`src/sv/spqs_pkg.sv`:
```
// shared types, codes and tables of the shaped priority queue scheduler
package spqs_pkg;

  localparam int unsigned NUM_CLS = 5;

  // command codes of an input word
  localparam logic [2:0] CMD_PUSH      = 3'd0;
  localparam logic [2:0] CMD_POP_ANY   = 3'd1;
  localparam logic [2:0] CMD_POP_CLASS = 3'd2;
  localparam logic [2:0] CMD_TICK      = 3'd3;
  localparam logic [2:0] CMD_DROP      = 3'd4;

  // configuration register indexes
  localparam logic [2:0] REG_RATE0 = 3'd0;
  localparam logic [2:0] REG_RATE4 = 3'd4;
  localparam logic [2:0] REG_BURST = 3'd5;
  localparam logic [2:0] REG_LIMIT = 3'd6;

  // datapath operations issued by the controller
  localparam logic [2:0] OP_NONE   = 3'd0;
  localparam logic [2:0] OP_PUSH   = 3'd1;
  localparam logic [2:0] OP_READ   = 3'd2;
  localparam logic [2:0] OP_SERVE  = 3'd3;
  localparam logic [2:0] OP_CAP    = 3'd4;
  localparam logic [2:0] OP_REFILL = 3'd5;
  localparam logic [2:0] OP_SHED   = 3'd6;

  localparam logic [2:0] LAST_SERVE = 3'd4;
  localparam logic [2:0] LAST_SHED  = 3'd3;

  typedef struct packed {
    logic [2:0]  command;
    logic [2:0]  class_select;
    logic [15:0] packet_length;
    logic [15:0] packet_tag;
    logic        force_push;
    logic [6:0]  drop_threshold_pct;
  } item_t;

  typedef struct packed {
    logic        success;
    logic [2:0]  served_class;
    logic [15:0] served_length;
    logic [15:0] served_tag;
    logic [7:0]  dropped_count;
    logic        congestion_warn;
    logic [6:0]  queue_level;
  } result_t;

  typedef struct packed {
    logic       load;
    logic       finish;
    logic [2:0] op;
    logic [2:0] cls;
  } ctl_t;

  typedef struct packed {
    logic       occ_nz;
    logic       serve_ok;
    logic [2:0] item_cls;
  } stat_t;

  // pop-any visiting order
  function automatic logic [2:0] serve_class(input logic [2:0] idx);
    logic [2:0] c;
    unique case (idx)
      3'd0: c = 3'd0;
      3'd1: c = 3'd4;
      3'd2: c = 3'd2;
      3'd3: c = 3'd1;
      default: c = 3'd3;
    endcase
    return c;
  endfunction

  // drop-congested visiting order
  function automatic logic [2:0] shed_class(input logic [2:0] idx);
    logic [2:0] c;
    unique case (idx)
      3'd0: c = 3'd3;
      3'd1: c = 3'd4;
      3'd2: c = 3'd2;
      default: c = 3'd1;
    endcase
    return c;
  endfunction

endpackage

```
`src/sv/spqs_ctrl.sv`:
```
// controller state machine of the scheduler
module spqs_ctrl import spqs_pkg::*; (
  input  logic       clk_i,
  input  logic       rst_ni,
  input  logic       start_i,
  input  logic [2:0] command_i,
  input  logic [2:0] class_i,
  input  stat_t      stat_i,
  output ctl_t       ctl_o,
  output logic       busy_o
);

  localparam logic [2:0] S_IDLE     = 3'd0;
  localparam logic [2:0] S_PUSH     = 3'd1;
  localparam logic [2:0] S_POP_RD   = 3'd2;
  localparam logic [2:0] S_POP_CHK  = 3'd3;
  localparam logic [2:0] S_TICK_MUL = 3'd4;
  localparam logic [2:0] S_TICK_UPD = 3'd5;
  localparam logic [2:0] S_SHED     = 3'd6;
  localparam logic [2:0] S_NOP      = 3'd7;

  logic [2:0] state_q, state_d;
  logic [2:0] idx_q, idx_d;
  logic       any_q, any_d;
  logic       cls_ok;

  assign busy_o = (state_q != S_IDLE);
  assign cls_ok = (class_i < 3'(NUM_CLS));

  // sequencing of one word
  always_comb begin
    state_d = state_q;
    idx_d   = idx_q;
    any_d   = any_q;
    ctl_o   = '0;
    unique case (state_q)
      S_IDLE: begin
        if (start_i) begin
          ctl_o.load = 1'b1;
          idx_d      = '0;
          any_d      = 1'b0;
          case (command_i)
            CMD_PUSH:      state_d = cls_ok ? S_PUSH : S_NOP;
            CMD_POP_ANY: begin
              state_d = S_POP_RD;
              any_d   = 1'b1;
            end
            CMD_POP_CLASS: state_d = cls_ok ? S_POP_RD : S_NOP;
            CMD_TICK:      state_d = S_TICK_MUL;
            CMD_DROP:      state_d = S_SHED;
            default:       state_d = S_NOP;
          endcase
        end
      end
      S_PUSH: begin
        ctl_o.op     = OP_PUSH;
        ctl_o.cls    = stat_i.item_cls;
        ctl_o.finish = 1'b1;
        state_d      = S_IDLE;
      end
      S_POP_RD: begin
        ctl_o.cls = any_q ? serve_class(idx_q) : stat_i.item_cls;
        if (stat_i.occ_nz) begin
          ctl_o.op = OP_READ;
          state_d  = S_POP_CHK;
        end else if (any_q && idx_q != LAST_SERVE) begin
          idx_d = idx_q + 3'd1;
        end else begin
          ctl_o.finish = 1'b1;
          state_d      = S_IDLE;
        end
      end
      S_POP_CHK: begin
        ctl_o.cls = any_q ? serve_class(idx_q) : stat_i.item_cls;
        ctl_o.op  = OP_SERVE;
        if (stat_i.serve_ok || !any_q || idx_q == LAST_SERVE) begin
          ctl_o.finish = 1'b1;
          state_d      = S_IDLE;
        end else begin
          idx_d   = idx_q + 3'd1;
          state_d = S_POP_RD;
        end
      end
      S_TICK_MUL: begin
        ctl_o.cls = idx_q;
        ctl_o.op  = OP_CAP;
        state_d   = S_TICK_UPD;
      end
      S_TICK_UPD: begin
        ctl_o.cls = idx_q;
        ctl_o.op  = OP_REFILL;
        if (idx_q == 3'(NUM_CLS - 1)) begin
          ctl_o.finish = 1'b1;
          state_d      = S_IDLE;
        end else begin
          idx_d   = idx_q + 3'd1;
          state_d = S_TICK_MUL;
        end
      end
      S_SHED: begin
        ctl_o.cls = shed_class(idx_q);
        ctl_o.op  = OP_SHED;
        if (idx_q == LAST_SHED) begin
          ctl_o.finish = 1'b1;
          state_d      = S_IDLE;
        end else begin
          idx_d = idx_q + 3'd1;
        end
      end
      default: begin
        ctl_o.finish = 1'b1;
        state_d      = S_IDLE;
      end
    endcase
  end

  // state registers
  always_ff @(posedge clk_i or negedge rst_ni) begin
    if (!rst_ni) begin
      state_q <= S_IDLE;
      idx_q   <= '0;
      any_q   <= 1'b0;
    end else begin
      state_q <= state_d;
      idx_q   <= idx_d;
      any_q   <= any_d;
    end
  end

endmodule

```
`config.mk`:
```
export PLATFORM = sky130hd
export DESIGN_NAME = spqs_ctrl
export DESIGN_NICKNAME = d
export VERILOG_FILES = /design/src/sv/spqs_pkg.sv /design/src/sv/spqs_ctrl.sv
export SDC_FILE = /design/constraint.sdc
export NUM_CORES = 1
export LEC_CHECK = 0
export BUFFER_PORTS_ARGS = -buffer_cell sky130_fd_sc_hd__buf_4
export CAP_MARGIN = 20
export CORE_MARGIN = 3
export CORE_UTILIZATION = 58
export CTS_BUF_LIST = sky130_fd_sc_hd__clkbuf_4 sky130_fd_sc_hd__clkbuf_8
export CTS_CLUSTER_DIAMETER = 30
export CTS_CLUSTER_SIZE = 16
export DETAILED_ROUTE_END_ITERATION = 7
export MAX_ROUTING_LAYER = met4
export PLACE_DENSITY = 0.87
export SYNTH_ARGS = -nofsm -noshare
export SYNTH_HDL_FRONTEND = slang
export SYNTH_SLANG_ARGS = --single-unit
export TNS_END_PERCENT = 100
```
`constraint.sdc`:
```
create_clock -name clk_i -period 3.5 [get_ports clk_i]
set_clock_uncertainty 0.15 [all_clocks]
set_input_delay 0.7 -clock clk_i [delete_from_list [all_inputs] [get_ports clk_i]]
set_output_delay 0.7 -clock clk_i [all_outputs]
set_load 0.01 [all_outputs]
```
==> flow_metrics.py, run 1 <==
metrics = {
    "sta": {
        "maxSlewViolCount": 0,
        "worst_slack_ns": 0.680,
        "fin_crit_sh_pct": 80.6,
        "tns_ns": 0,
        "maxSlewHeadroom_pct": 56.4,
        "max_freq_mhz": 355,
        "period_minus_slack_ns": 2.82,
        "worst_pin_slew_ns": 0.654,
        "rsz0062_at_grt": "no",
        "hold_viol": 0,
        "setup_viol": 0,
    },
    "clock_network": {
        "htreeDepth": 1,
        "postCtsHoldBufs": 0,
        "cts-root-buf": "clkbuf_4",
        "path_clk_slew_ns": 0.05,
        "post_cts_resized": 0,
        "postCtsSetupBuffers": 0,
        "clock_latency_ns": 0.25,
        "numCtsBuffers": 3,
        "cts_sinks": 7,
        "clockBufferDepth": 2,
        "cts_tree": "built",
    },
    "global_route": {
        "grt_pass1_wl_um": 3940,
        "overflow": 0,
        "grt_usage_pct": 27.1,
        "grt_max_degree": 23,
        "first_global_vias": 915,
        "antenna_found_initial": 0,
    },
    "place": {
        "gp_congestion": 0.858,
        "placed_area_um2": 1030,
        "dp_slack_ns": 0.957,
        "dpl.hpwl_um": 1780,
        "io_buffer_count": 22,
    },
    "drt": {
        "wl_per_cell_um": 15.8,
        "ant_nets": 0,
        "vias_per_cell": 6.66,
        "dr.pass1.iters": 4,
        "drt_iter0_drc": 60,
        "routed_wl_um": 2400,
        "drc_errors": 0,
        "num_vias": 1012,
    },
    "synthesis": {
        "synth_top_area_share_pct": 19.9,
        "syn_avg_cell_area_um2": 7.41,
        "async_flop_share_pct": 100,
        "ys_dominant_reg_cell": "dfrtp_1",
        "synth-seq-cells": 7,
        "syn_area_um2": 882,
        "yosys_warnings": 0,
        "synth_top_area_cell": "dfrtp_1",
        "ys_seq_area_share_pct": 19.9,
        "ys_types": 40,
        "synth_fp_nets": 138,
        "netlist_top_cells_area": "dfrtp_1 20%, a21oi_1 7.4%, ha_1 7.1%",
        "syn_inst": 119,
        "synth_edf_count": 0,
    },
    "finish": {
        "final_cell_mix": "22 x buf_4, 13 x a21oi_1, 11 x o21ai_0, 10 x nor2_1",
        "n_antenna_cell": 0,
        "area_delta_synth_final_pct": 20.0,
        "final_cell_area_um2": 1060,
        "layout_commonest_cell": "buf_4",
        "post_route_cells_drive_above_1_share_pct": 23.4,
        "nets": 157,
    },
    "die": {
        "initial_core_util_pct": 64.6,
        "fp.coreArea_um2": 1370,
        "ios": 23,
        "die_w_um": 45,
        "die_h_um": 45,
        "die_area_um2": 2030,
        "rows": 13,
    },
    "setup_path": {
        "setup.worst_path.start_class": "flip-flop",
        "crit_fanout": 6,
        "cp.arrival_ns": 1.97,
        "end_kind": "output port",
        "crit_required_ns": 2.65,
        "crit_type": "reg2out",
    },
    "status": {
        "run_status": "finished, final reports clean",
    },
    "power": {
        "power.density_nw_per_um2": 788,
        "power_leakage_nw": 0.455,
        "vdd_drop_max_mv": 0.531,
    },
    "run": {
        "maxCapViolCount": 0,
    },
    "worst_hold_path": {
        "min_path_type": "in2async",
    },
}
## layer usage
layer  share of wire (%)  vias to the layer above  GRT usage, %
met1                  43                      460          38.7
met2                  48                       58          37.6
li1                    -                      494             -
met3                 8.7                        0          2.79
met5                   0                        -             -
met4                   0                        0          13.5
## cells by family (layout without fill, tap and decap cells)
family	Yosys count	count (layout)	synth area share, %
AOI/OAI and AO/OA	55	55	44.3
adders and majority gates	5	5	7.09
buffers and inverters	16	34	7.38
DFF	7	7	19.9
muxes	1	1	1.13
and+or+nand+nor	35	35	20.3
## sequential cells by signal, summed over array words and instances, names as in the netlist
signal,cells
idx_q,3
state_q,3
any_q,1
## cells in the mapped netlist (all sizes together), types with 2 or more instances
master    n
o21ai    11
o2111ai   5
clkbuf    3
nor2b     3
inv       8
o211ai    3
nand4     3
dfrtp     7
a22oi     2
a31oi     3
nor3      3
buf       5
nor2     10
a21o      3
nand4b    2
nand2     7
a221oi    2
a21bo     2
o211a     2
or3       2
a21oi    13
o31ai     2
ha        5
## where the power goes
| group | internal, mW | switching, mW | total [mW] |
|---|---|---|---|
| logic | 0.252 | 0.303 | 0.555 |
| registers | 0.108 | 0.0990 | 0.207 |
| clock network | 0.0417 | 0.0299 | 0.0715 |
| total | 0.402 | 0.432 | 0.834 |
## metrics by stage
step	std cells	hold WS [ns]	power (mW)	utilization (%)
2_1_floorplan	119	0.254	0.575	-
3_3_place_gp	148	0.362	0.742	75.5
3_5_place_dp	148	0.364	0.754	75.5
4_1_cts	152	0.0908	0.830	77.5
5_1_grt	152	0.0890	0.904	77.5
6_report	152	0.0986	0.834	77.5
## layout make-up
| class | instances | area (µm²) |
|---|---|---|
| Sequential cell | 7 | 175 |
| Clock buffer | 3 | 22.5 |
| Timing Repair Buffer | 22 | 165 |
| Tap cell | 15 | 18.8 |
| Fill cell | 104 | 308 |
| Clock inverter | 1 | 5.00 |
| Multi-Input combinational cell | 96 | 642 |
| Inverter | 8 | 30.0 |
## critical path: stages, from the launching register on
cell,delay (ns)
dfrtp_1,0.42
inv_1,0.10
ha_1,0.26
or3_1,0.38
a31oi_1,0.18
a211oi_1,0.07
a31oi_1,0.17
buf_4,0.14
## path summary, 6_finish.rpt
path                            startpoint          to  slack, ns  depth (start not counted)
worst max-delay path              idx_q[1]    ctl_o[0]       0.68                          7
worst min-delay path                rst_ni  state_q[0]        0.1                          1
worst max register to register    idx_q[2]    idx_q[2]       1.47                          6
worst min register to register    idx_q[0]    idx_q[0]       0.49                          2
max in group asynchronous           rst_ni    idx_q[0]       2.98                          1
min in group clk_i                idx_q[0]    idx_q[0]       0.49                          2
(Power assumes the default switching activity.)
==> inputs of run 2 (changes only) <==
--- a/config.mk
+++ b/config.mk
@@ -8,13 +8,13 @@
 export BUFFER_PORTS_ARGS = -buffer_cell sky130_fd_sc_hd__buf_4
 export CAP_MARGIN = 20
 export CORE_MARGIN = 3
-export CORE_UTILIZATION = 58
+export CORE_UTILIZATION = 49
 export CTS_BUF_LIST = sky130_fd_sc_hd__clkbuf_4 sky130_fd_sc_hd__clkbuf_8
 export CTS_CLUSTER_DIAMETER = 30
 export CTS_CLUSTER_SIZE = 16
 export DETAILED_ROUTE_END_ITERATION = 7
 export MAX_ROUTING_LAYER = met4
-export PLACE_DENSITY = 0.87
+export PLACE_DENSITY = 0.78
 export SYNTH_ARGS = -nofsm -noshare
 export SYNTH_HDL_FRONTEND = slang
 export SYNTH_SLANG_ARGS = --single-unit
==> constraint.sdc (replaced) <==
create_clock -name clk_i -period 2.3 [get_ports clk_i]
set_clock_uncertainty 0.15 [all_clocks]
set_input_delay 0.46 -clock clk_i [delete_from_list [all_inputs] [get_ports clk_i]]
set_output_delay 0.46 -clock clk_i [all_outputs]
set_load 0.01 [all_outputs]
==> flow_metrics.py, run 2 (synthesis gave the netlist of run 1 again) <==
metrics = {
    "finish": {
        "n_antenna_cell": 0,
        "reg_top3": "idx_q: 3 flops, state_q: 3 flops, any_q: 1 flops",
        "post_route_cells_drive_above_1_share_pct": 37.7,
        "final_cell_mix": "34 x buf_4, 12 x a21oi_1, 10 x o21ai_0, 9 x nor2_1, 7 x nand2_1",
        "area_delta_synth_final_pct": 43.3,
        "nets": 171,
        "final_cell_area_um2": 1260,
        "n_fill_cell": 107,
        "layout_commonest_cell": "buf_4",
    },
    "die": {
        "ios": 23,
        "die_h_um": 48.4,
        "rows": 14,
        "initial_core_util_pct": 55.3,
        "die_w_um": 48.4,
        "fp.coreArea_um2": 1590,
        "die_area_um2": 2350,
    },
    "drt": {
        "routed_wl_um": 2800,
        "drc_errors": 0,
        "ant_nets": 0,
        "vias_per_cell": 6.16,
        "drt_iter0_drc": 47,
        "wl_per_cell_um": 16.0,
        "dr.pass1.iters": 4,
        "num_vias": 1078,
    },
    "clock_network": {
        "path_clk_slew_ns": 0.04,
        "cts_tree": "built",
        "clockBufferDepth": 2,
        "cts_sinks": 7,
        "numCtsBuffers": 3,
        "clock_latency_ns": 0.24,
        "htreeDepth": 1,
        "cts-root-buf": "clkbuf_4",
    },
    "setup_path": {
        "crit_type": "reg2out",
        "crit_fanout": 5,
        "cp_cell_sequence": "inv_4, ha_4, or3_1, a31oi_1, a211oi_1, a31oi_1, buf_4",
        "cp.arrival_ns": 1.82,
        "cpPeakStageDelay_ns": 0.45,
        "cp_common_cell": "a31oi_1",
        "cp_num_buf_inv": 2,
        "end_kind": "output port",
        "path_delay_family": "flip-flops",
        "setup.worst_path.start_class": "flip-flop",
        "crit_required_ns": 1.69,
        "slowest_stage": "dfrtp_2",
    },
    "global_route": {
        "grtUsageMet2_pct": 37.2,
        "first_global_vias": 949,
        "grt_most_used_layer": "met2",
        "grt_usage_pct": 23.1,
        "overflow": 0,
        "antenna_found_initial": 0,
        "met3_usage_pct": 3.68,
        "grt_max_degree": 20,
        "grt_pass1_wl_um": 4230,
        "use_met1_pct": 29.3,
    },
    "worst_hold_path": {
        "min_path_type": "in2reg",
    },
    "power": {
        "power.density_nw_per_um2": 1180,
        "vdd_drop_max_mv": 0.762,
        "power_leakage_nw": 0.524,
    },
    "sta": {
        "maxSlewViolCount": 0,
        "fin_crit_sh_pct": 106,
        "hold_viol": 0,
        "period_minus_slack_ns": 2.43,
        "tns_ns": -0.283,
        "maxSlewHeadroom_pct": 69.8,
        "worst_pin_slew_ns": 0.448,
        "setup_viol": 3,
        "worst_slack_ns": -0.133,
        "rsz0062_at_grt": "yes",
        "max_freq_mhz": 411,
        "hold_slack_ns": 0.380,
    },
    "place": {
        "dpl.hpwl_um": 1900,
        "placed_area_um2": 1080,
        "io_buffer_count": 22,
        "dp_slack_ns": 0.0277,
        "gp_congestion": 0.907,
    },
    "status": {
        "run_status": "complete, but fails checks",
        "violations": "setup timing",
    },
    "run": {
        "maxCapViolCount": 0,
    },
}
[run 2: final cells by class]
cell class / instances / area, µm² / share of cell area (%)
timing repair buffer: 36 / 277 / 21.9
clock buffer: 4 / 30.0 / 2.38
multi-input combinational: 96 / 714 / 56.5
tap: 24 / 30.0 / 2.38
sequential: 7 / 178 / 14.1
inverter: 8 / 35.0 / 2.77
[run 2: where the power goes]
| part | internal (mW) | leakage (nW) | total (mW) | switching (mW) |
|---|---|---|---|---|
| sequential | 0.169 | 0.0894 | 0.251 | 0.0820 |
| combinational | 0.506 | 0.417 | 1.12 | 0.614 |
| clock | 0.0775 | 0.0184 | 0.116 | 0.0385 |
| total | 0.752 | 0.524 | 1.49 | 0.735 |
[run 2: per-stage QoR]
step                power [mW]  instances  util [%]
floorplan                0.874        119         -
global placement          1.19        162      67.7
detailed placement        1.20        162      67.7
CTS                       1.40        171      76.6
global route              1.61        175      79.3
finish                    1.49        175      79.3
[run 2: path summary, 6_finish.rpt]
kind	startpoint	endpoint	slack [ns]	cells past startpoint
max	idx_q[0]	ctl_o[0]	-0.13	7
min	command_i[0]	any_q	0.38	3
max reg2reg	idx_q[0]	idx_q[1]	0.24	8
min reg2reg	state_q[2]	state_q[1]	0.52	3
max in group asynchronous	rst_ni	idx_q[0]	1.47	2
min in group asynchronous	rst_ni	idx_q[2]	0.41	2
[run 2: timing repair]
| action | in CTS | in global routing |
|---|---|---|
| resized for setup | 17 | 4 |
| setup endpoints to repair | 3 | 3 |
| hold buffers | 1 | 0 |
| pin swaps | 11 | 3 |
| buffers inserted | 4 | 4 |
| endpoints found under the hold margin | 7 | 0 |
| cloned | 0 | 0 |
[run 2: worst reg2reg max path: stages (launching register included)]
cell      delay [ns]
dfrtp_2         0.45
inv_4           0.08
ha_4            0.17
buf_6           0.12
a21bo_4         0.24
buf_4           0.14
o21a_4          0.20
o211a_1         0.24
o211ai_1        0.19
[run 2: layer usage]
layer / vias to the layer above / wire length [µm]
met2: 49 / 1360
met1: 502 / 1230
li1: 525 / -
met3: 2 / 191
met4: 0 / 16
met5: - / 0
==> inputs of run 3 (changes only) <==
--- a/config.mk
+++ b/config.mk
@@ -8,13 +8,13 @@
 export BUFFER_PORTS_ARGS = -buffer_cell sky130_fd_sc_hd__buf_4
 export CAP_MARGIN = 20
 export CORE_MARGIN = 3
-export CORE_UTILIZATION = 49
+export CORE_UTILIZATION = 45
 export CTS_BUF_LIST = sky130_fd_sc_hd__clkbuf_4 sky130_fd_sc_hd__clkbuf_8
 export CTS_CLUSTER_DIAMETER = 30
 export CTS_CLUSTER_SIZE = 16
 export DETAILED_ROUTE_END_ITERATION = 7
 export MAX_ROUTING_LAYER = met4
-export PLACE_DENSITY = 0.78
+export PLACE_DENSITY = 0.72
 export SYNTH_ARGS = -nofsm -noshare
 export SYNTH_HDL_FRONTEND = slang
 export SYNTH_SLANG_ARGS = --single-unit
==> flow_metrics.py, run 3 (synthesis gave the netlist of run 1 again) <==
metrics = {
    "sta": {
        "period_minus_slack_ns": 2.49,
        "worst_pin_slew_ns": 0.414,
        "setup_viol": 3,
        "hold_slack_ns": 0.418,
        "max_freq_mhz": 402,
        "fin_crit_sh_pct": 108,
        "maxSlewHeadroom_pct": 72.1,
        "maxSlewViolCount": 0,
        "hold_viol": 0,
        "worst_slack_ns": -0.186,
        "rsz0062_at_grt": "yes",
    },
    "finish": {
        "area_delta_synth_final_pct": 44.1,
        "nets": 170,
        "n_fill_cell": 153,
        "layout_commonest_cell": "buf_4",
        "n_antenna_cell": 0,
        "reg_top3": "idx_q: 3 flops, state_q: 3 flops, any_q: 1 flops",
        "final_cell_mix": "33 x buf_4, 12 x a21oi_1, 10 x o21ai_0, 9 x nor2_1, 7 x nand2_1",
        "post_route_cells_drive_above_1_share_pct": 38.0,
        "post-route-util_pct": 71.3,
    },
    "setup_path": {
        "cp_common_cell": "a31oi_1",
        "crit_fanout": 3,
        "slowest_stage": "dfrtp_1",
        "end_kind": "output port",
        "cp_cell_sequence": "buf_6, ha_4, or3_4, a31oi_1, a211oi_1, a31oi_1, buf_4",
        "cp.arrival_ns": 1.88,
        "crit_required_ns": 1.69,
        "setup.worst_path.start_class": "flip-flop",
        "cpPeakStageDelay_ns": 0.41,
        "crit_type": "reg2out",
    },
    "drt": {
        "num_vias": 1073,
        "vias_per_cell": 6.13,
        "dr.pass1.iters": 4,
        "drt_iter0_drc": 44,
        "ant_nets": 0,
        "wl_per_cell_um": 15.1,
        "drc_errors": 0,
        "routed_wl_um": 2640,
    },
    "die": {
        "rows": 15,
        "die_area_um2": 2530,
        "ios": 23,
        "fp.coreArea_um2": 1780,
        "die_h_um": 50.3,
        "initial_core_util_pct": 49.5,
        "die_w_um": 50.3,
    },
    "clock_network": {
        "htreeDepth": 1,
        "clock_latency_ns": 0.24,
        "clockBufferDepth": 2,
        "path_clk_slew_ns": 0.05,
        "cts-root-buf": "clkbuf_4",
        "cts_tree": "built",
        "cts_sinks": 7,
        "numCtsBuffers": 3,
    },
    "place": {
        "io_buffer_count": 22,
        "gp_congestion": 0.868,
        "dpl.hpwl_um": 1890,
        "dp_slack_ns": -0.0180,
    },
    "global_route": {
        "antenna_found_initial": 0,
        "overflow": 0,
        "first_global_vias": 981,
        "grt_pass1_wl_um": 4250,
        "grt_max_degree": 20,
        "grt_usage_pct": 21.7,
    },
    "power": {
        "vdd_drop_max_mv": 0.985,
        "power.density_nw_per_um2": 1170,
        "power.total_mw": 1.48,
        "power_leakage_nw": 0.525,
    },
    "worst_hold_path": {
        "min_path_type": "in2async",
    },
    "status": {
        "violations": "setup timing",
        "run_status": "complete, but fails checks",
    },
    "run": {
        "maxCapViolCount": 0,
    },
}
-- run 3: timing repair --
item                                   in CTS  in global routing
cloned                                      0                  0
hold buffers                                1                  0
buffers inserted                            5                  3
gates resized for setup                    13                  8
endpoints found under the hold margin       7                  0
pin swaps                                   3                  3
setup endpoints to repair                   3                  4
-- run 3: path summary, 6_finish.rpt --
check                             end          from  depth (start not counted)  slack, ns
max                          ctl_o[0]      idx_q[1]                          7      -0.19
min                          idx_q[2]        rst_ni                          2       0.42
max reg2reg                state_q[1]      idx_q[1]                          7       0.34
min reg2reg                state_q[1]    state_q[2]                          3       0.51
max in group asynchronous  state_q[0]        rst_ni                          2       1.45
min in group clk_i              any_q  command_i[0]                          3       0.45
-- run 3: final cells by class --
type / instances / area (µm²) / share of cell area [%]
repair buffers: 35 / 269 / 21.2
flip-flops and latches: 7 / 176 / 13.9
inverters: 8 / 30.0 / 2.36
multi-input cells: 96 / 734 / 57.8
well taps: 25 / 31.3 / 2.46
clock buffers: 4 / 30.0 / 2.36
-- run 3: critical path, delay by kind of cell (launching register included) --
kind / cells / cell delay [ns]
flops: 1 / 0.41
simple gates: 1 / 0.35
compound gates: 3 / 0.44
buf+inv: 2 / 0.30
fa+ha+maj: 1 / 0.14
-- run 3: metal layers --
metal / track usage, % / vias up / wire length, µm
met4: 6.91 / 0 / 24
met2: 35.0 / 49 / 1290
met3: 1.78 / 6 / 147
met5: - / - / 0
li1: - / 520 / -
met1: 28.6 / 498 / 1180
-- run 3: report_power, final --
part,total (mW),internal (mW),switching (mW)
logic,1.11,0.504,0.603
clock network,0.116,0.0775,0.0382
registers,0.259,0.168,0.0909
total,1.48,0.750,0.732
-- run 3: per-stage QoR --
stage,area [µm²],cells,setup TNS [ns]
4_1_cts,1220,172,-0.280
3_3_place_gp,1070,162,0
3_5_place_dp,1070,162,-0.0180
6_report,1270,175,-0.319
5_1_grt,1270,175,-0.611
2_1_floorplan,882,119,0
